$ cat src/scl_pkg.sv
package scl_pkg;

  // Result kinds
  localparam logic [1:0] KIND_BYTE   = 2'd0;
  localparam logic [1:0] KIND_CLOSED = 2'd1;
  localparam logic [1:0] KIND_EOL    = 2'd2;

  // Token types
  localparam logic [2:0] T_WORD   = 3'd0;
  localparam logic [2:0] T_PIPE   = 3'd1;
  localparam logic [2:0] T_IN     = 3'd2;
  localparam logic [2:0] T_OUT    = 3'd3;
  localparam logic [2:0] T_APPEND = 3'd4;
  localparam logic [2:0] T_SEMI   = 3'd5;
  localparam logic [2:0] T_AMP    = 3'd6;
  localparam logic [2:0] T_EOF    = 3'd7;

  // Lexer modes
  localparam logic [1:0] MODE_IDLE   = 2'd0;
  localparam logic [1:0] MODE_WORD   = 2'd1;
  localparam logic [1:0] MODE_QUOTED = 2'd2;

  // Bytes of interest
  localparam logic [7:0] CH_NUL    = 8'h00;
  localparam logic [7:0] CH_PIPE   = 8'h7C;
  localparam logic [7:0] CH_LT     = 8'h3C;
  localparam logic [7:0] CH_GT     = 8'h3E;
  localparam logic [7:0] CH_SEMI   = 8'h3B;
  localparam logic [7:0] CH_AMP    = 8'h26;
  localparam logic [7:0] CH_SQUOTE = 8'h27;
  localparam logic [7:0] CH_DQUOTE = 8'h22;
  localparam logic [7:0] CH_BSLASH = 8'h5C;
  localparam logic [7:0] CH_SPACE  = 8'h20;
  localparam logic [7:0] CH_TAB    = 8'h09;
  localparam logic [7:0] CH_CR     = 8'h0D;

  localparam logic [6:0] TOKEN_LIMIT_RESET = 7'd100;
  localparam int         QUEUE_DEPTH       = 4;

  typedef struct packed {
    logic [1:0] kind;
    logic [2:0] token_type;
    logic [7:0] byte_out;
    logic [6:0] token_index;
  } result_t;

  // All results caused by one input byte
  typedef struct packed {
    logic    two;
    result_t r0;
    result_t r1;
  } run_t;

  function automatic logic is_space(input logic [7:0] c);
    return (c == CH_SPACE) || ((c >= CH_TAB) && (c <= CH_CR));
  endfunction

  function automatic logic is_op(input logic [7:0] c);
    return (c == CH_PIPE) || (c == CH_LT) || (c == CH_GT) || (c == CH_SEMI) ||
           (c == CH_AMP);
  endfunction

endpackage

$ cat src/scl_front.sv
module scl_front import scl_pkg::*; (
  input  logic       clk,
  input  logic       rst,
  input  logic [6:0] token_limit,
  input  logic       in_fire,
  input  logic [7:0] ch,
  input  logic       end_of_line,
  output logic       run_valid,
  output run_t       run
);

  logic [1:0] lex_mode, lex_mode_next;
  logic       double_quoted, double_quoted_next;
  logic       escape_pending, escape_pending_next;
  logic       greater_pending, greater_pending_next;
  logic [6:0] tokens_made, tokens_made_next;

  // what starting a token with ch would do
  logic       st_has;
  result_t    st_res;
  logic [1:0] st_mode;
  logic       st_dq, st_esc, st_gt;
  logic [6:0] st_tm;
  logic       room;

  always_comb begin
    room    = ({1'b0, tokens_made} + 8'd1) < {1'b0, token_limit};
    st_has  = 1'b0;
    st_res  = '0;
    st_mode = MODE_IDLE;
    st_dq   = double_quoted;
    st_esc  = escape_pending;
    st_gt   = 1'b0;
    st_tm   = tokens_made;
    if (!is_space(ch) && room) begin
      st_tm = tokens_made + 7'd1;
      case (ch)
        CH_PIPE: begin
          st_has = 1'b1;
          st_res = '{KIND_CLOSED, T_PIPE, 8'd0, tokens_made};
        end
        CH_LT: begin
          st_has = 1'b1;
          st_res = '{KIND_CLOSED, T_IN, 8'd0, tokens_made};
        end
        CH_SEMI: begin
          st_has = 1'b1;
          st_res = '{KIND_CLOSED, T_SEMI, 8'd0, tokens_made};
        end
        CH_AMP: begin
          st_has = 1'b1;
          st_res = '{KIND_CLOSED, T_AMP, 8'd0, tokens_made};
        end
        CH_GT: st_gt = 1'b1;
        CH_SQUOTE: begin
          st_mode = MODE_QUOTED;
          st_dq   = 1'b0;
          st_esc  = 1'b0;
        end
        CH_DQUOTE: begin
          st_mode = MODE_QUOTED;
          st_dq   = 1'b1;
          st_esc  = 1'b0;
        end
        default: begin
          st_mode = MODE_WORD;
          st_has  = 1'b1;
          st_res  = '{KIND_BYTE, T_WORD, ch, tokens_made};
        end
      endcase
    end
  end

  logic       a_has, b_has;
  result_t    a_res, b_res;
  logic [6:0] cur_idx;
  logic [7:0] quote_ch;

  always_comb begin
    cur_idx              = tokens_made - 7'd1;
    quote_ch             = double_quoted ? CH_DQUOTE : CH_SQUOTE;
    a_has                = 1'b0;
    a_res                = '0;
    b_has                = 1'b0;
    b_res                = '0;
    lex_mode_next        = lex_mode;
    double_quoted_next   = double_quoted;
    escape_pending_next  = escape_pending;
    greater_pending_next = greater_pending;
    tokens_made_next     = tokens_made;

    if (end_of_line) begin
      a_has = greater_pending || (lex_mode == MODE_WORD) || (lex_mode == MODE_QUOTED);
      a_res = '{KIND_CLOSED, (greater_pending ? T_OUT : T_WORD), 8'd0, cur_idx};
      b_has = 1'b1;
      b_res = '{KIND_EOL, T_EOF, 8'd0, tokens_made};
      lex_mode_next        = MODE_IDLE;
      double_quoted_next   = 1'b0;
      escape_pending_next  = 1'b0;
      greater_pending_next = 1'b0;
      tokens_made_next     = '0;
    end else if (ch != CH_NUL) begin
      if (greater_pending) begin
        greater_pending_next = 1'b0;
        a_has = 1'b1;
        if (ch == CH_GT) begin
          a_res = '{KIND_CLOSED, T_APPEND, 8'd0, cur_idx};
        end else begin
          a_res                = '{KIND_CLOSED, T_OUT, 8'd0, cur_idx};
          b_has                = st_has;
          b_res                = st_res;
          lex_mode_next        = st_mode;
          double_quoted_next   = st_dq;
          escape_pending_next  = st_esc;
          greater_pending_next = st_gt;
          tokens_made_next     = st_tm;
        end
      end else if (lex_mode == MODE_WORD) begin
        a_has = 1'b1;
        if (is_space(ch) || is_op(ch)) begin
          a_res                = '{KIND_CLOSED, T_WORD, 8'd0, cur_idx};
          b_has                = st_has;
          b_res                = st_res;
          lex_mode_next        = st_mode;
          double_quoted_next   = st_dq;
          escape_pending_next  = st_esc;
          greater_pending_next = st_gt;
          tokens_made_next     = st_tm;
        end else begin
          a_res = '{KIND_BYTE, T_WORD, ch, cur_idx};
        end
      end else if (lex_mode == MODE_QUOTED) begin
        a_has = 1'b1;
        if (escape_pending) begin
          escape_pending_next = 1'b0;
          a_res = '{KIND_BYTE, T_WORD, ch, cur_idx};
        end else if (ch == quote_ch) begin
          a_res              = '{KIND_CLOSED, T_WORD, 8'd0, cur_idx};
          lex_mode_next      = MODE_IDLE;
          double_quoted_next = 1'b0;
        end else begin
          escape_pending_next = (ch == CH_BSLASH);
          a_res = '{KIND_BYTE, T_WORD, ch, cur_idx};
        end
      end else begin
        // idle, and the unused mode code
        b_has                = st_has;
        b_res                = st_res;
        lex_mode_next        = st_mode;
        double_quoted_next   = st_dq;
        escape_pending_next  = st_esc;
        greater_pending_next = st_gt;
        tokens_made_next     = st_tm;
      end
    end
  end

  // pack the (up to two) results in order
  always_comb begin
    run_valid = a_has || b_has;
    run.two   = a_has && b_has;
    run.r0    = a_has ? a_res : b_res;
    run.r1    = b_res;
  end

  always_ff @(posedge clk) begin
    if (rst) begin
      lex_mode        <= MODE_IDLE;
      double_quoted   <= 1'b0;
      escape_pending  <= 1'b0;
      greater_pending <= 1'b0;
      tokens_made     <= '0;
    end else if (in_fire) begin
      lex_mode        <= lex_mode_next;
      double_quoted   <= double_quoted_next;
      escape_pending  <= escape_pending_next;
      greater_pending <= greater_pending_next;
      tokens_made     <= tokens_made_next;
    end
  end

endmodule

$ cat src/scl_queue.sv
module scl_queue import scl_pkg::*; #(
  parameter int DEPTH = QUEUE_DEPTH
) (
  input  logic clk,
  input  logic rst,
  input  logic push,
  input  run_t push_data,
  input  logic pop,
  output run_t pop_data,
  output logic full,
  output logic empty
);

  localparam int PW = (DEPTH > 1) ? $clog2(DEPTH) : 1;
  localparam int CW = $clog2(DEPTH + 1);

  run_t          slots [DEPTH];
  logic [PW-1:0] wr_ptr, rd_ptr;
  logic [CW-1:0] count;
  logic          do_push, do_pop;

  assign full     = (count == CW'(DEPTH));
  assign empty    = (count == '0);
  assign do_push  = push && !full;
  assign do_pop   = pop && !empty;
  assign pop_data = slots[rd_ptr];

  always_ff @(posedge clk) begin
    if (do_push) begin
      slots[wr_ptr] <= push_data;
    end
  end

  always_ff @(posedge clk) begin
    if (rst) begin
      wr_ptr <= '0;
      rd_ptr <= '0;
      count  <= '0;
    end else begin
      if (do_push) begin
        wr_ptr <= (wr_ptr == PW'(DEPTH - 1)) ? '0 : wr_ptr + PW'(1);
      end
      if (do_pop) begin
        rd_ptr <= (rd_ptr == PW'(DEPTH - 1)) ? '0 : rd_ptr + PW'(1);
      end
      case ({do_push, do_pop})
        2'b10:   count <= count + CW'(1);
        2'b01:   count <= count - CW'(1);
        default: count <= count;
      endcase
    end
  end

endmodule

$ cat src/scl_back.sv
module scl_back import scl_pkg::*; (
  input  logic       clk,
  input  logic       rst,
  input  logic       q_empty,
  input  run_t       q_data,
  output logic       q_pop,
  output logic       out_valid,
  input  logic       out_ready,
  output logic [1:0] kind,
  output logic [2:0] token_type,
  output logic [7:0] byte_out,
  output logic [6:0] token_index,
  output logic       last_of_run
);

  logic    busy;
  logic    phase;  // 0: first result of the run, 1: second
  run_t    cur;
  result_t sel;
  logic    done;

  assign sel         = phase ? cur.r1 : cur.r0;
  assign out_valid   = busy;
  assign kind        = sel.kind;
  assign token_type  = sel.token_type;
  assign byte_out    = sel.byte_out;
  assign token_index = sel.token_index;
  assign last_of_run = !cur.two || phase;

  // run finished this cycle, or nothing held
  assign done  = !busy || (out_ready && last_of_run);
  assign q_pop = done && !q_empty;

  always_ff @(posedge clk) begin
    if (q_pop) begin
      cur <= q_data;
    end
  end

  always_ff @(posedge clk) begin
    if (rst) begin
      busy  <= 1'b0;
      phase <= 1'b0;
    end else if (done) begin
      busy  <= !q_empty;
      phase <= 1'b0;
    end else if (out_ready) begin
      phase <= 1'b1;
    end
  end

endmodule

$ cat src/shell_command_lexer.sv
// Channel   Direction  Handshake              Payload
// input     in         in_valid / in_ready    ch[7:0], end_of_line
// result    out        out_valid / out_ready  kind[1:0], token_type[2:0], byte_out[7:0],
//                                             token_index[6:0], last_of_run
// config    in         cfg_write (no wait)    cfg_data[6:0] -> token_limit
//
// One input byte is taken per cycle while the run queue has room; each byte gives
// zero, one or two results; while out_ready is high the result port delivers one result
// per cycle. From an input transfer to its first result, the run is written into the
// queue and then loaded into the output register.
// rst is synchronous: lexer state and queue cleared, token_limit back to 100.
// A stalled result port fills the run queue (QUEUE_DEPTH runs), then in_ready drops.
module shell_command_lexer import scl_pkg::*; #(
  parameter int DEPTH = QUEUE_DEPTH
) (
  input  logic       clk,
  input  logic       rst,
  input  logic       cfg_write,
  input  logic [6:0] cfg_data,
  input  logic       in_valid,
  output logic       in_ready,
  input  logic [7:0] ch,
  input  logic       end_of_line,
  output logic       out_valid,
  input  logic       out_ready,
  output logic [1:0] kind,
  output logic [2:0] token_type,
  output logic [7:0] byte_out,
  output logic [6:0] token_index,
  output logic       last_of_run
);

  logic [6:0] token_limit;
  logic       in_fire;
  logic       run_valid;
  run_t       run;
  logic       q_push, q_pop, q_full, q_empty;
  run_t       q_data;

  // limit register; the user writes it only between lines, the block does not enforce this
  always_ff @(posedge clk) begin
    if (rst) begin
      token_limit <= TOKEN_LIMIT_RESET;
    end else if (cfg_write) begin
      token_limit <= cfg_data;
    end
  end

  // front takes a byte whenever there is a free slot, whatever the back is doing
  assign in_ready = !q_full;
  assign in_fire  = in_valid && in_ready;
  // bytes that cause nothing (NUL, separators, ignored bytes) use no slot
  assign q_push   = in_fire && run_valid;

  scl_front u_front (
    .clk         (clk),
    .rst         (rst),
    .token_limit (token_limit),
    .in_fire     (in_fire),
    .ch          (ch),
    .end_of_line (end_of_line),
    .run_valid   (run_valid),
    .run         (run)
  );

  scl_queue #(
    .DEPTH (DEPTH)
  ) u_queue (
    .clk       (clk),
    .rst       (rst),
    .push      (q_push),
    .push_data (run),
    .pop       (q_pop),
    .pop_data  (q_data),
    .full      (q_full),
    .empty     (q_empty)
  );

  // back serialises each run, first result then second
  scl_back u_back (
    .clk         (clk),
    .rst         (rst),
    .q_empty     (q_empty),
    .q_data      (q_data),
    .q_pop       (q_pop),
    .out_valid   (out_valid),
    .out_ready   (out_ready),
    .kind        (kind),
    .token_type  (token_type),
    .byte_out    (byte_out),
    .token_index (token_index),
    .last_of_run (last_of_run)
  );

  // queue never written while full
  a_no_overflow : assert property (@(posedge clk) disable iff (rst)
    q_push |-> !q_full)
    else $error("run queue written while full");

  // end of line always closes its run
  a_eol_last : assert property (@(posedge clk) disable iff (rst)
    (out_valid && (kind == KIND_EOL)) |-> (last_of_run && (token_type == T_EOF)))
    else $error("end-of-line result not last of run");

  // word bytes are typed as words; other kinds carry no byte
  a_byte_field : assert property (@(posedge clk) disable iff (rst)
    out_valid |-> ((kind == KIND_BYTE) ? (token_type == T_WORD) : (byte_out == 8'd0)))
    else $error("byte field inconsistent with kind");

  // a run taken from the queue is on the result port the next cycle
  a_queue_to_port : assert property (@(posedge clk) disable iff (rst)
    (q_pop && !$past(rst)) |=> out_valid)
    else $error("run loaded without result shown");

endmodule
$ cat config.mk
export PLATFORM = sky130hd
export DESIGN_NAME = shell_command_lexer
export DESIGN_NICKNAME = d
export VERILOG_FILES = /design/src/scl_pkg.sv /design/src/scl_front.sv /design/src/scl_queue.sv /design/src/scl_back.sv /design/src/shell_command_lexer.sv
export SDC_FILE = /design/constraint.sdc
export NUM_CORES = 1
export LEC_CHECK = 0
export ABC_AREA = 1
export BUFFER_PORTS_ARGS = -buffer_cell sky130_fd_sc_hd__buf_2
export CAP_MARGIN = 10
export CORE_ASPECT_RATIO = 0.7
export CORE_UTILIZATION = 55
export DETAILED_ROUTE_END_ITERATION = 16
export HOLD_SLACK_MARGIN = 0.12
export PLACE_DENSITY = 0.79
export SYNTH_ARGS = -nofsm -noshare
export SYNTH_HDL_FRONTEND = slang
export SYNTH_SLANG_ARGS = --single-unit
$ cat constraint.sdc
create_clock -name clk -period 6.19 [get_ports clk]
set_input_delay 1.238 -clock clk [delete_from_list [all_inputs] [get_ports clk]]
set_output_delay 1.238 -clock clk [all_outputs]
set_load 0.05 [all_outputs]
==> metrics.log, run 1 <==
INFO  metric worst_pin_slew = ~1000 ps
INFO  metric detail_route.iter0.violations = slightly below 800
INFO  metric drv.max_cap_violation_count = 0
INFO  metric hold_depth = 2
INFO  metric grt_use_met3 = 3.57%
INFO  metric first_global_vias = 6270
INFO  metric grt_antenna_before_repair = 0
INFO  metric detail_route.drc_violations = 0
INFO  metric worst_slew_margin_relative_to_its_limit = about a third
INFO  metric top_level_ports = 44
INFO  metric die_h = between 100 and 150 microns
INFO  metric global_route.usage.met1 = between 30 and 40%
INFO  metric numPortBuffers = between 40 and 50
INFO  metric hold_violations = 0
INFO  metric leading_cell_types_in_the_layout_fill_and_taps_excluded = 205 x sky130_fd_sc_hd__edfxtp_1, 145 x sky130_fd_sc_hd__nor2_1, 144 x sky130_fd_sc_hd__nand2_1, 113 x sky130_fd_sc_hd__o21ai_0, 55 x sky130_fd_sc_hd__inv_1
INFO  metric layout.area.seq = approximately 6700 sq um
INFO  metric cts-root-buf = sky130_fd_sc_hd__clkbuf_16
INFO  metric netlist-cell-type-count = 40
INFO  metric groute.usage.overall = between 20% and 30%
INFO  metric reg2reg_from = u_front.tokens_made[0]
INFO  metric r2r.worst_path.cells = 16
INFO  metric worst_ep_required_time = 6370 ps
INFO  metric power.ir.vdd_worst = 0.331 mV
INFO  metric timing.critical_path.max_delay_family = simple AND/OR/NAND/NOR gates
INFO  metric sequentialPowerShare = between 40% and 50%
INFO  metric tritoncts.num_buffers = 22
INFO  metric fin_setup_tns = 0 ps
INFO  metric most_frequent_standard_cell_in_the_layout_excluding_fill_and_tap_cells = sky130_fd_sc_hd__edfxtp_1
INFO  metric detailroute.via_count = 6804
INFO  metric cts-htree-levels = 1
INFO  metric timing.final.crit_period = about 3700 ps
INFO  metric globalplace.congestion = approximately 0.94
INFO  metric timing.final.setup_violations = 0
INFO  metric fp-row-count = 40
INFO  metric mappedNetlistArea = roughly 10000 sq um
INFO  metric clock_latency = roughly 520 ps
INFO  metric power_density = 467 nW/um^2
INFO  metric place_hpwl = approximately 13000 microns
INFO  metric power.switching = about 1.9 mW
INFO  metric slew_violations = 0
INFO  metric timing.critical_path.to = u_queue.slots[1][16]
INFO  metric post_cts.resized_instances = 0
INFO  metric synth_cells = approximately 920
INFO  metric drt_pre_antenna_iters = 5
INFO  metric multi_input_comb_area = roughly 3000 sq um
INFO  metric synth.avg_cell_area = about 11 sq um
INFO  metric cp_data_arrival_time = approximately 3900 ps
INFO  metric die_w = approximately 160 microns
INFO  metric ctsLongestPathBuffers = 3
INFO  metric fp.coreArea = roughly 18000 sq um
INFO  metric timing.rr.end = u_queue.slots[1][16]
INFO  metric timing.critical_path.depth = 16
INFO  metric die-area = around 19000 sq um
INFO  metric timing.critical_path.fanout_max = 22
INFO  metric timing.critical_path.buf_inv = 3
INFO  metric drt-total-wl = roughly 21000 microns
INFO  metric finish.net_count = roughly 1000
INFO  metric antenna-diode-count = 0
INFO  metric filler_cell_count = between 1000 and 1500
INFO  metric startpoint = u_front.tokens_made[0]
INFO  metric synth_nets = 960
INFO  metric tritoncts_num_sinks = 233
INFO  metric reg2reg_slack = approximately 2500 ps
INFO  metric power_report.internal_total = between 3 and 4 mW
INFO  metric final_core_util = 63.9%
INFO  metric vias_per_cell = approximately 5.7
INFO  metric final.period_utilization = roughly three fifths
INFO  metric tritoncts_clock_tree = built
INFO  metric unrepaired_setup_endpoints_after_global_routing = no
INFO  metric fin_worst_skew = 24.6 ps
INFO  metric flow.area_growth_from_synthesis = 11.4%
INFO  metric hold_path_class = register to register
INFO  metric synth.ff_latch_count = between 200 and 250
INFO  metric timing_worst_setup_path_type = register to register
INFO  metric grt_start_max_net_pins = 86
INFO  metric leakagePower = about 4.2 nW
INFO  metric outcome = finished, final reports clean
INFO  metric clk_transition_reported_paths = 60 ps
INFO  metric detail-route-antenna-nets = 0
INFO  metric post_cts.repair.setup_buffers = 0
INFO  metric list_of_cells_traversed_by_the_critical_path = ha_1 -> nand3_1 -> nor2_1 -> nand2_1 -> xor2_1 -> ha_1 -> inv_1 -> o211ai_1 -> inv_1 -> nand3_4 -> nor2_1 -> nand2_2 -> nand3_2 -> nand2_4 -> nor2_4 -> buf_4
INFO  metric swShare = a little under two fifths
INFO  metric globalRouteOverflowTotal = 0
INFO  metric synthesis.yosys.warnings = 0
INFO  metric cp-start-kind = register
INFO  metric timing.critical_path.slowest_stage_cell = sky130_fd_sc_hd__nor2_4
INFO  metric gr-usage-met2 = between 30% and 40%
INFO  metric initial_utilization = between 50% and 60%
INFO  metric clockPowerShare = approximately 25%
INFO  metric fmax = 272 MHz
INFO  metric cts_hold_repair.buffers = 0
INFO  metric wire_length_of_the_first_global_routing_pass = 33800 microns
INFO  metric power.share.combinational = between 30% and 40%
INFO  metric setup.worst_path.end_class = register
INFO  metric critical_path.max_stage_delay = about 550 ps
INFO  metric seq_area_frac_synth = between 60 and 70%
INFO  metric grt_busiest_layer = met1
INFO  metric wl_per_cell = 17.7 microns
INFO  metric layout-drive-gt1-share = 14.1%
area by class of cell:
type                    count  share of cell area [%]
flip-flops and latches    233                    60.0
multi-input cells         582                    26.3
clock buffers              24                    4.98
repair buffers             53                    2.59
well taps                 231                    2.58
inverters                  66                    2.27
clock inverters            14                    1.31
cell families (layout without fill, tap and decap cells):
group | after synthesis | count (layout) | share of synthesized area [%]
buffers and inverters | 106 | 157 | 4.17
XOR/XNOR | 8 | 8 | 0.697
AO/OA/AOI/OAI | 202 | 202 | 10.9
adder cells (fa/ha/maj) | 18 | 18 | 2.32
flip-flops | 233 | 233 | 66.8
AND/OR/NAND/NOR | 354 | 354 | 15.1
worst min-delay path: stages, from the launching register on:
cell	delay, ps
sky130_fd_sc_hd__dfxtp_1	290
sky130_fd_sc_hd__inv_1	70
sky130_fd_sc_hd__a21oi_1	70
flip-flops by register name, summed over array words and instances (netlist names):
signal and cells:
u_front.greater_pending 1, u_queue.wr_ptr 2, u_front.tokens_made 7, u_front.escape_pending 1, u_back.phase 1, token_limit 7
u_queue.slots 164, u_queue.count 3, u_queue.rd_ptr 2, u_front.lex_mode 2, u_back.cur 41, u_back.out_valid 1
u_front.double_quoted 1
Yosys cell counts (all sizes together):
cell type,number,share of area (%)
dfxtp,28,5.6
and2,1,0.062
or2,1,0.062
nand3,20,1.3
o22ai,41,2.6
a21oi,31,1.7
edfxtp,205,61
clkinv,1,0.050
nand3b,2,0.15
buf,7,0.41
o21ai,122,6.1
xnor2,1,0.087
nor3,7,0.35
clkbuf,33,1.2
nand4,2,0.12
nor2,164,6.7
nor4,2,0.12
fa,1,0.20
o21a,1,0.075
xor2,7,0.61
a21boi,4,0.30
nand2,155,6.1
o211ai,2,0.15
ha,17,2.1
o31ai,1,0.075
inv,65,2.5
per-stage QoR:
step                      worst slack [ps]  hold WS, ps  instance area, sq um  total power [mW]  cells
after global placement                2310          459                 10500              3.90   1165
final                                 2510          476                 11200              5.23   1203
after floorplan                       1800          440                 10100              3.48    921
after detailed placement              2170          465                 10500              3.94   1165
after CTS                             2480          479                 11200              5.26   1203
after global routing                  2150          503                 11200              5.52   1203
routing by layer:
layer  wire length (microns)  share of wire, %
met1                   10000                47
met2                    9030                42
met4                     310               1.5
met5                       0                 0
met3                    1950               9.2
power by group through the flow:
stage / registers, mW / logic (mW) / clock network [mW]
5_1_grt: 2.29 / 1.84 / 1.39
3_5_place_dp: 2.29 / 1.65 / 0
2_1_floorplan: 2.29 / 1.19 / 0
4_1_cts: 2.26 / 1.66 / 1.33
3_3_place_gp: 2.28 / 1.62 / 0
6_report: 2.26 / 1.66 / 1.31
worst min path at each step:
stage,from,slack [ps],to
floorplan,token_limit[1],440,token_limit[1]
finish,token_limit[1],480,token_limit[1]
global route,u_queue.count[2],500,u_queue.count[2]
detailed placement,u_queue.count[2],470,u_queue.count[2]
global placement,u_queue.count[2],460,u_queue.count[2]
CTS,token_limit[1],480,token_limit[1]
No activity file was read; power rests on OpenSTA's default activity.
==> inputs of run 2 (changes only) <==
clock period = 3.4 ns   (was 6.19 ns; I/O delays follow)
==> run 2 against run 1 <==
Net effect:
- sequential share of layout area fell by 0.78 points
- critical path type unchanged
- global-route usage fell by 0.42 points
- core utilization rose by 0.97 points
- setup slack got worse by 2300 ps
- worst hold slack got worse by 81 ps
- flip-flop and latch count did not move
- total power rose by 86%
- first-iteration DRC count fell by 16%
- maximum frequency rose by 16%
- cell area rose by 1.5%
==> metrics.log, run 2 (same netlist as run 1, synthesis figures left out) <==
INFO  metric outcome = finished, final reports clean
INFO  metric startpoint = u_front.tokens_made[1]
INFO  metric numPortBuffers = 43 (unchanged)
INFO  metric clock_latency = 510 ps (about the same)
INFO  metric power.ir.vdd_worst = 0.596 mV (+80%)
INFO  metric post-layout-total-power = 9.71 mW (+86%)
INFO  metric leakagePower = 4.26 nW (+1.9%)
INFO  metric first_global_vias = 6107 (-2.6%)
INFO  metric hold_path_class = input port to register
INFO  metric cts_hold_repair.buffers = 0 (unchanged)
INFO  metric power_density = 854 nW/um^2 (+83%)
INFO  metric detailroute.via_count = 6752 (-0.76%)
INFO  metric layout_top_registers = u_queue.slots (164), u_back.cur (41)
INFO  metric globalRouteOverflowTotal = 0 (unchanged)
INFO  metric cts-htree-levels = 1 (unchanged)
INFO  metric die_w = 164 microns (unchanged)
INFO  metric final.period_utilization = 92.8% (+33 points)
INFO  metric max_flop_register = u_queue.slots
INFO  metric flow.area_growth_from_synthesis = 13.1%
INFO  metric most_frequent_standard_cell_in_the_layout_excluding_fill_and_tap_cells = sky130_fd_sc_hd__edfxtp_1
INFO  metric grt_antenna_before_repair = 0 (unchanged)
INFO  metric leading_cell_types_in_the_layout_fill_and_taps_excluded = 205 x sky130_fd_sc_hd__edfxtp_1, 144 x sky130_fd_sc_hd__nand2_1, 144 x sky130_fd_sc_hd__nor2_1, 113 x sky130_fd_sc_hd__o21ai_0, 55 x sky130_fd_sc_hd__inv_1
INFO  metric cts-root-buf = sky130_fd_sc_hd__clkbuf_16
INFO  metric vias_per_cell = 5.57 (-1.5%)
INFO  metric clk_transition_reported_paths = 70 ps (about the same)
INFO  metric groute.usage.overall = 23.1% (-0.42 points)
INFO  metric final_cell_area = 11400 sq um (+1.5%)
INFO  metric hold_violations = 0 (unchanged)
INFO  metric timing_worst_setup_path_type = register to register
INFO  metric fp-row-count = 40 (unchanged)
INFO  metric cp-start-kind = register
INFO  metric detail-route-antenna-nets = 0 (unchanged)
INFO  metric wire_length_of_the_first_global_routing_pass = 32900 microns (-2.6%)
INFO  metric max_reg_flops = 164 (unchanged)
INFO  metric drt-total-wl = 21200 microns (-0.35%)
INFO  metric slew_violations = 0 (unchanged)
INFO  metric finish.net_count = 1006 (+0.90%)
INFO  metric hp-start = cfg_data[6]
INFO  metric die_h = 115 microns (unchanged)
INFO  metric tritoncts.num_buffers = 22 (unchanged)
INFO  metric tritoncts_num_sinks = 233 (unchanged)
INFO  metric wl_per_cell = 17.5 microns (-1.1%)
INFO  metric worst_slew_margin_relative_to_its_limit = 45.0% (+12 points)
INFO  metric drv.max_cap_violation_count = 0 (unchanged)
INFO  metric fp.coreArea = 17500 sq um (unchanged)
INFO  metric post_layout_nonfiller_instances = 1212 (+0.75%)
INFO  metric place_hpwl = 13400 microns (-0.26%)
INFO  metric post_dp_cell_area = 10600 sq um (+1.0%)
INFO  metric cp_data_arrival_time = 3540 ps (-310 ps)
INFO  metric detail_route.iter0.violations = 666 (-16%)
INFO  metric ctsLongestPathBuffers = 3 (unchanged)
INFO  metric drt_pre_antenna_iters = 5 (unchanged)
INFO  metric fin_worst_skew = 21.9 ps (-2.67 ps)
INFO  metric fmax = 317 MHz (+16%)
INFO  metric layout-drive-gt1-share = 15.5% (+1.4 points)
INFO  metric globalplace.congestion = 0.894 (-4.9%)
INFO  metric top_level_ports = 44 (unchanged)
INFO  metric timing.final.setup_violations = 0 (unchanged)
INFO  metric tritoncts_clock_tree = built
INFO  metric worst_ep_required_time = 3780 ps (-2590 ps)
INFO  metric initial_utilization = 57.4% (unchanged)
INFO  metric timing.critical_path.fanout_max = 5 (-77%)
INFO  metric worst_pin_slew = 825 ps (-170 ps)
INFO  metric timing.final.crit_period = 3160 ps (-520 ps)
INFO  metric detail_route.drc_violations = 0 (unchanged)
INFO  metric grt_start_max_net_pins = 85 (-1.2%)
INFO  metric antenna-diode-count = 0 (unchanged)
INFO  metric die-area = 18800 sq um (unchanged)
INFO  metric reg2reg_from = u_front.tokens_made[1]
INFO  metric dp.cells = 1173 (+0.69%)
INFO  metric setup.worst_path.end_class = register
[run 2: changes by cell type in the layout (fill, tap and decap cells not counted), moves of 2 or more]
cell                         delta
sky130_fd_sc_hd__buf_4          +5
sky130_fd_sc_hd__dfxtp_1        -5
sky130_fd_sc_hd__buf_12         +4
sky130_fd_sc_hd__clkinvlp_4     -4
sky130_fd_sc_hd__dfxtp_4        +3
sky130_fd_sc_hd__clkbuf_1       +2
sky130_fd_sc_hd__clkinv_1       +2
sky130_fd_sc_hd__clkinv_2       -2
sky130_fd_sc_hd__dfxtp_2        +2
sky130_fd_sc_hd__ha_1           -2
sky130_fd_sc_hd__ha_2           +2
[run 2: repair_timing]
item                                   4_1_cts  5_1_grt
setup endpoints to repair                    0        2
buffers inserted                             0        1
endpoints found under the hold margin        0        0
gates resized for setup                      0       13
[run 2: final cells by class]
type | count | area (sq um)
Tap cell | 231 | 289
Fill cell | 1310 | 6150
Clock inverter | 12 | 159
Inverter | 66 | 254
Multi-Input combinational cell | 582 | 2960
Timing Repair Buffer | 62 | 408
Clock buffer | 26 | 566
Sequential cell | 233 | 6730
[run 2: path summary, 6_finish.rpt]
path | end | slack (ps) | depth (start not counted)
max | u_queue.count[2] | 240 | 20
max reg2reg | u_queue.count[2] | 240 | 20
min | token_limit[6] | 400 | 3
min reg2reg | token_limit[1] | 460 | 2
[run 2: routing by layer]
metal	routed length, microns	track usage, %	share of wire, %
met2	8570	32.9	40
met1	10100	36.7	48
met3	2240	4.44	11
met4	319	5.06	1.5
met5	0	0	0
[run 2: power breakdown]
group          internal, mW  switching [mW]  total [mW]
Combinational         0.792            2.32        3.12
Sequential             3.95           0.168        4.12
Clock                  1.43            1.04        2.47
Total                  6.17            3.54        9.71
[run 2: metrics by stage]
step / utilization, % / setup WS (ps) / hold slack (ps) / TNS (ps)
6_report: 64.9 / 243 / 395 / 0
5_1_grt: 64.9 / -4.17 / 413 / -4.17
4_1_cts: 64.7 / 89.2 / 382 / 0
3_5_place_dp: 60.6 / 123 / 458 / 0
3_3_place_gp: 60.6 / 218 / 453 / 0
2_1_floorplan: - / -37.9 / 440 / -6210
[run 2: critical path, stage by stage (launching register included)]
cell	delay, ps
sky130_fd_sc_hd__dfxtp_4	370
sky130_fd_sc_hd__ha_2	180
sky130_fd_sc_hd__nand3_1	110
sky130_fd_sc_hd__nor2_1	110
sky130_fd_sc_hd__nand2_1	70
sky130_fd_sc_hd__xor2_1	160
sky130_fd_sc_hd__ha_1	320
sky130_fd_sc_hd__inv_1	60
sky130_fd_sc_hd__o211ai_1	80
sky130_fd_sc_hd__inv_1	90
sky130_fd_sc_hd__nand3_4	70
sky130_fd_sc_hd__nor2_2	90
sky130_fd_sc_hd__nand2_2	80
sky130_fd_sc_hd__nand3_2	110
sky130_fd_sc_hd__nand2_4	50
sky130_fd_sc_hd__ha_2	200
sky130_fd_sc_hd__fa_1	450
sky130_fd_sc_hd__a21oi_2	140
sky130_fd_sc_hd__o21a_1	150
sky130_fd_sc_hd__buf_4	100
sky130_fd_sc_hd__a21oi_1	50
==> inputs of run 3 (changes only) <==
BUFFER_PORTS_ARGS = -buffer_cell sky130_fd_sc_hd__buf_4   (was -buffer_cell sky130_fd_sc_hd__buf_2)
CORE_UTILIZATION = 58   (was 55)
PLACE_DENSITY = 0.83   (was 0.79)
==> run 3 against run 2 <==
Net effect:
- first-iteration DRC count rose by 14%
- combinational power increased by 3%
- core utilization is 4.1 points higher
- sequential share of layout area fell by 0.60 points
- wire length increased by 5.2%
- setup slack worse by 47 ps
- count of clock-buffer cells in the layout is 4 lower
- die area down 5.1%
- critical path depth did not move
==> metrics.log, run 3 (same netlist as run 1, synthesis figures left out) <==
INFO  metric detail-route-antenna-nets = 0 (unchanged)
INFO  metric die_h = 112 microns (-2.6%)
INFO  metric leading_cell_types_in_the_layout_fill_and_taps_excluded = 205 x sky130_fd_sc_hd__edfxtp_1, 145 x sky130_fd_sc_hd__nor2_1, 144 x sky130_fd_sc_hd__nand2_1, 113 x sky130_fd_sc_hd__o21ai_0, 56 x sky130_fd_sc_hd__buf_4
INFO  metric tritoncts.num_buffers = 22 (unchanged)
INFO  metric fp-row-count = 39 (-2.5%)
INFO  metric finish.net_count = 1004 (-0.20%)
INFO  metric critical_path.max_stage_delay = 400 ps (-50 ps)
INFO  metric final_core_util = 69.0% (+4.1 points)
INFO  metric fin_worst_skew = 7.61 ps (-14.3 ps)
INFO  metric outcome = finished, final reports clean
INFO  metric drv.max_cap_violation_count = 0 (unchanged)
INFO  metric antenna-diode-count = 0 (unchanged)
INFO  metric wl_per_cell = 18.5 microns (+5.8%)
INFO  metric slew_violations = 0 (unchanged)
INFO  metric post_cts.repair.setup_buffers = 0 (unchanged)
INFO  metric detail_route.iter0.violations = 762 (+14%)
INFO  metric top_level_ports = 44 (unchanged)
INFO  metric detailroute.via_count = 6968 (+3.2%)
INFO  metric gr-usage-met2 = 38.7% (+5.7 points)
INFO  metric drt_pre_antenna_iters = 8 (+3)
INFO  metric reg2reg_slack = 200 ps (-50 ps)
INFO  metric detail_route.drc_violations = 0 (unchanged)
INFO  metric power_density = 862 nW/um^2 (+0.92%)
INFO  metric leakagePower = 4.31 nW (+1.2%)
INFO  metric initial_utilization = 60.4% (+3.0 points)
INFO  metric fin_setup_tns = 0 ps (unchanged)
INFO  metric max_reg_flops = 164 (unchanged)
INFO  metric groute.usage.overall = 25.5% (+2.4 points)
INFO  metric power.ir.vdd_worst = 0.632 mV (+6.0%)
INFO  metric hold_violations = 0 (unchanged)
INFO  metric timing.critical_path.slowest_stage_cell = sky130_fd_sc_hd__fa_2
INFO  metric timing.final.crit_period = 3200 ps (+46.8 ps)
INFO  metric grt_use_met3 = 5.25% (+0.81 points)
INFO  metric die-area = 17900 sq um (-5.1%)
INFO  metric cts-htree-levels = 1 (unchanged)
INFO  metric layout_top_registers = u_queue.slots (164), u_back.cur (41)
INFO  metric place_hpwl = 13100 microns (-2.2%)
INFO  metric tritoncts_num_sinks = 233 (unchanged)
INFO  metric timing.critical_path.fanout_max = 5 (unchanged)
INFO  metric ctsLongestPathBuffers = 3 (unchanged)
INFO  metric post_cts.resized_instances = 0 (unchanged)
INFO  metric worst_ep_required_time = 3840 ps (+60 ps)
INFO  metric flow.area_growth_from_synthesis = 14.2%
INFO  metric hold_path_class = input port to register
INFO  metric max_flop_register = u_queue.slots
INFO  metric vias_per_cell = 5.78 (+3.7%)
INFO  metric place_ws = 113 ps (-10.2 ps)
INFO  metric setup.worst_path.end_class = register
INFO  metric filler_cell_count = 1154 (-12%)
INFO  metric clk_transition_reported_paths = 60 ps (about the same)
INFO  metric cp-start-kind = register
INFO  metric grt_start_max_net_pins = 85 (unchanged)
INFO  metric globalRouteOverflowTotal = 0 (unchanged)
INFO  metric die_w = 159 microns (-2.6%)
INFO  metric layout-drive-gt1-share = 15.5% (unchanged)
INFO  metric list_of_cells_traversed_by_the_critical_path = ha_1 -> nand3_1 -> nor2_1 -> nand2_1 -> xor2_2 -> ha_1 -> inv_1 -> o211ai_1 -> inv_1 -> nand3_4 -> nor2_1 -> nand2_2 -> nand3_2 -> nand2_4 -> ha_2 -> fa_2 -> a21oi_1 -> o21a_1 -> o21ai_0 -> a21oi_1
INFO  metric min_hold_slack = 389 ps (-6.00 ps)
INFO  metric worst_slew_margin_relative_to_its_limit = 34.5% (-10 points)
INFO  metric drt-total-wl = 22300 microns (+5.2%)
INFO  metric global_route.usage.met1 = 37.7% (+1.1 points)
INFO  metric timing_worst_setup_path_type = register to register
INFO  metric numPortBuffers = 43 (unchanged)
INFO  metric fp.coreArea = 16600 sq um (-5.0%)
INFO  metric cts-root-buf = sky130_fd_sc_hd__clkbuf_16
INFO  metric wire_length_of_the_first_global_routing_pass = 35100 microns (+6.9%)
INFO  metric most_frequent_standard_cell_in_the_layout_excluding_fill_and_tap_cells = sky130_fd_sc_hd__edfxtp_1
INFO  metric post-layout-total-power = 9.89 mW (+1.9%)
INFO  metric cts_hold_repair.buffers = 0 (unchanged)
INFO  metric tritoncts_clock_tree = built
INFO  metric grt_antenna_before_repair = 0 (unchanged)
INFO  metric postLayoutSetupSlackWorst = 197 ps (-46.8 ps)
INFO  metric multi_input_comb_area = 2960 sq um (-0.21%)
INFO  metric grt_busiest_layer = met2
INFO  metric cp_data_arrival_time = 3640 ps (+100 ps)
INFO  metric worst_pin_slew = 983 ps (+157 ps)
INFO  metric final.period_utilization = 94.2% (+1.4 points)
INFO  metric fmax = 312 MHz (-1.5%)
INFO  metric globalplace.congestion = 0.910 (+1.8%)
INFO  metric layout.area.seq = 6730 sq um (about the same)
INFO  metric timing.final.setup_violations = 0 (unchanged)
INFO  metric first_global_vias = 6489 (+6.3%)
INFO  metric clock_latency = 510 ps (about the same)
==> run 3: cell types whose count changed in the layout (fill, tap and decap cells not counted), sizes merged <==
cell / delta
buf: -2
clkinv: +6
bufinv: +1
clkbuf: -4
inv: -1
==> run 3: layout make-up <==
| class | instances | share of cell area (%) |
|---|---|---|
| Tap cell | 225 | 2.45 |
| Clock inverter | 18 | 1.80 |
| Timing Repair Buffer | 60 | 4.36 |
| Multi-Input combinational cell | 582 | 25.8 |
| Sequential cell | 233 | 58.6 |
| Inverter | 66 | 2.21 |
| Clock buffer | 22 | 4.80 |
==> run 3: critical path, delay by kind of cell (launching register included) <==
kind / cells / cell delay (ps)
buffers and inverters: 2 / 160
and+or+nand+nor: 8 / 750
AOI/OAI and AO/OA: 5 / 550
xor gates and xnor gates: 1 / 170
adders and majority gates: 4 / 1110
DFF: 1 / 380
==> run 3: metrics by stage <==
step | std cells | cell area (sq um)
after global routing | 1206 | 11500
after floorplan | 921 | 10100
after global placement | 1166 | 10700
after CTS | 1206 | 11500
final | 1206 | 11500
after detailed placement | 1166 | 10700
==> run 3: final timing paths <==
check | start | endpoint | cells past startpoint
setup reg to reg | u_front.tokens_made[1] | u_queue.count[2] | 20
setup / recovery | u_front.tokens_made[1] | u_queue.count[2] | 20
hold / removal | cfg_data[6] | token_limit[6] | 3
hold reg to reg | u_front.lex_mode[0] | u_front.lex_mode[0] | 2
==> run 3: routing by layer <==
| metal | vias up | wire (microns) |
|---|---|---|
| met5 | - | 0 |
| met4 | 0 | 378 |
| met3 | 34 | 2400 |
| met2 | 410 | 9820 |
| met1 | 3240 | 9720 |
| li1 | 3284 | - |
==> run 3: power breakdown <==
| group | total, mW | internal (mW) | leakage [nW] | switching [mW] |
|---|---|---|---|---|
| Combinational | 3.20 | 0.883 | 1.78 | 2.32 |
| Clock | 2.56 | 1.50 | 0.371 | 1.06 |
| Sequential | 4.13 | 3.95 | 2.16 | 0.177 |
| Total | 9.89 | 6.33 | 4.31 | 3.56 |
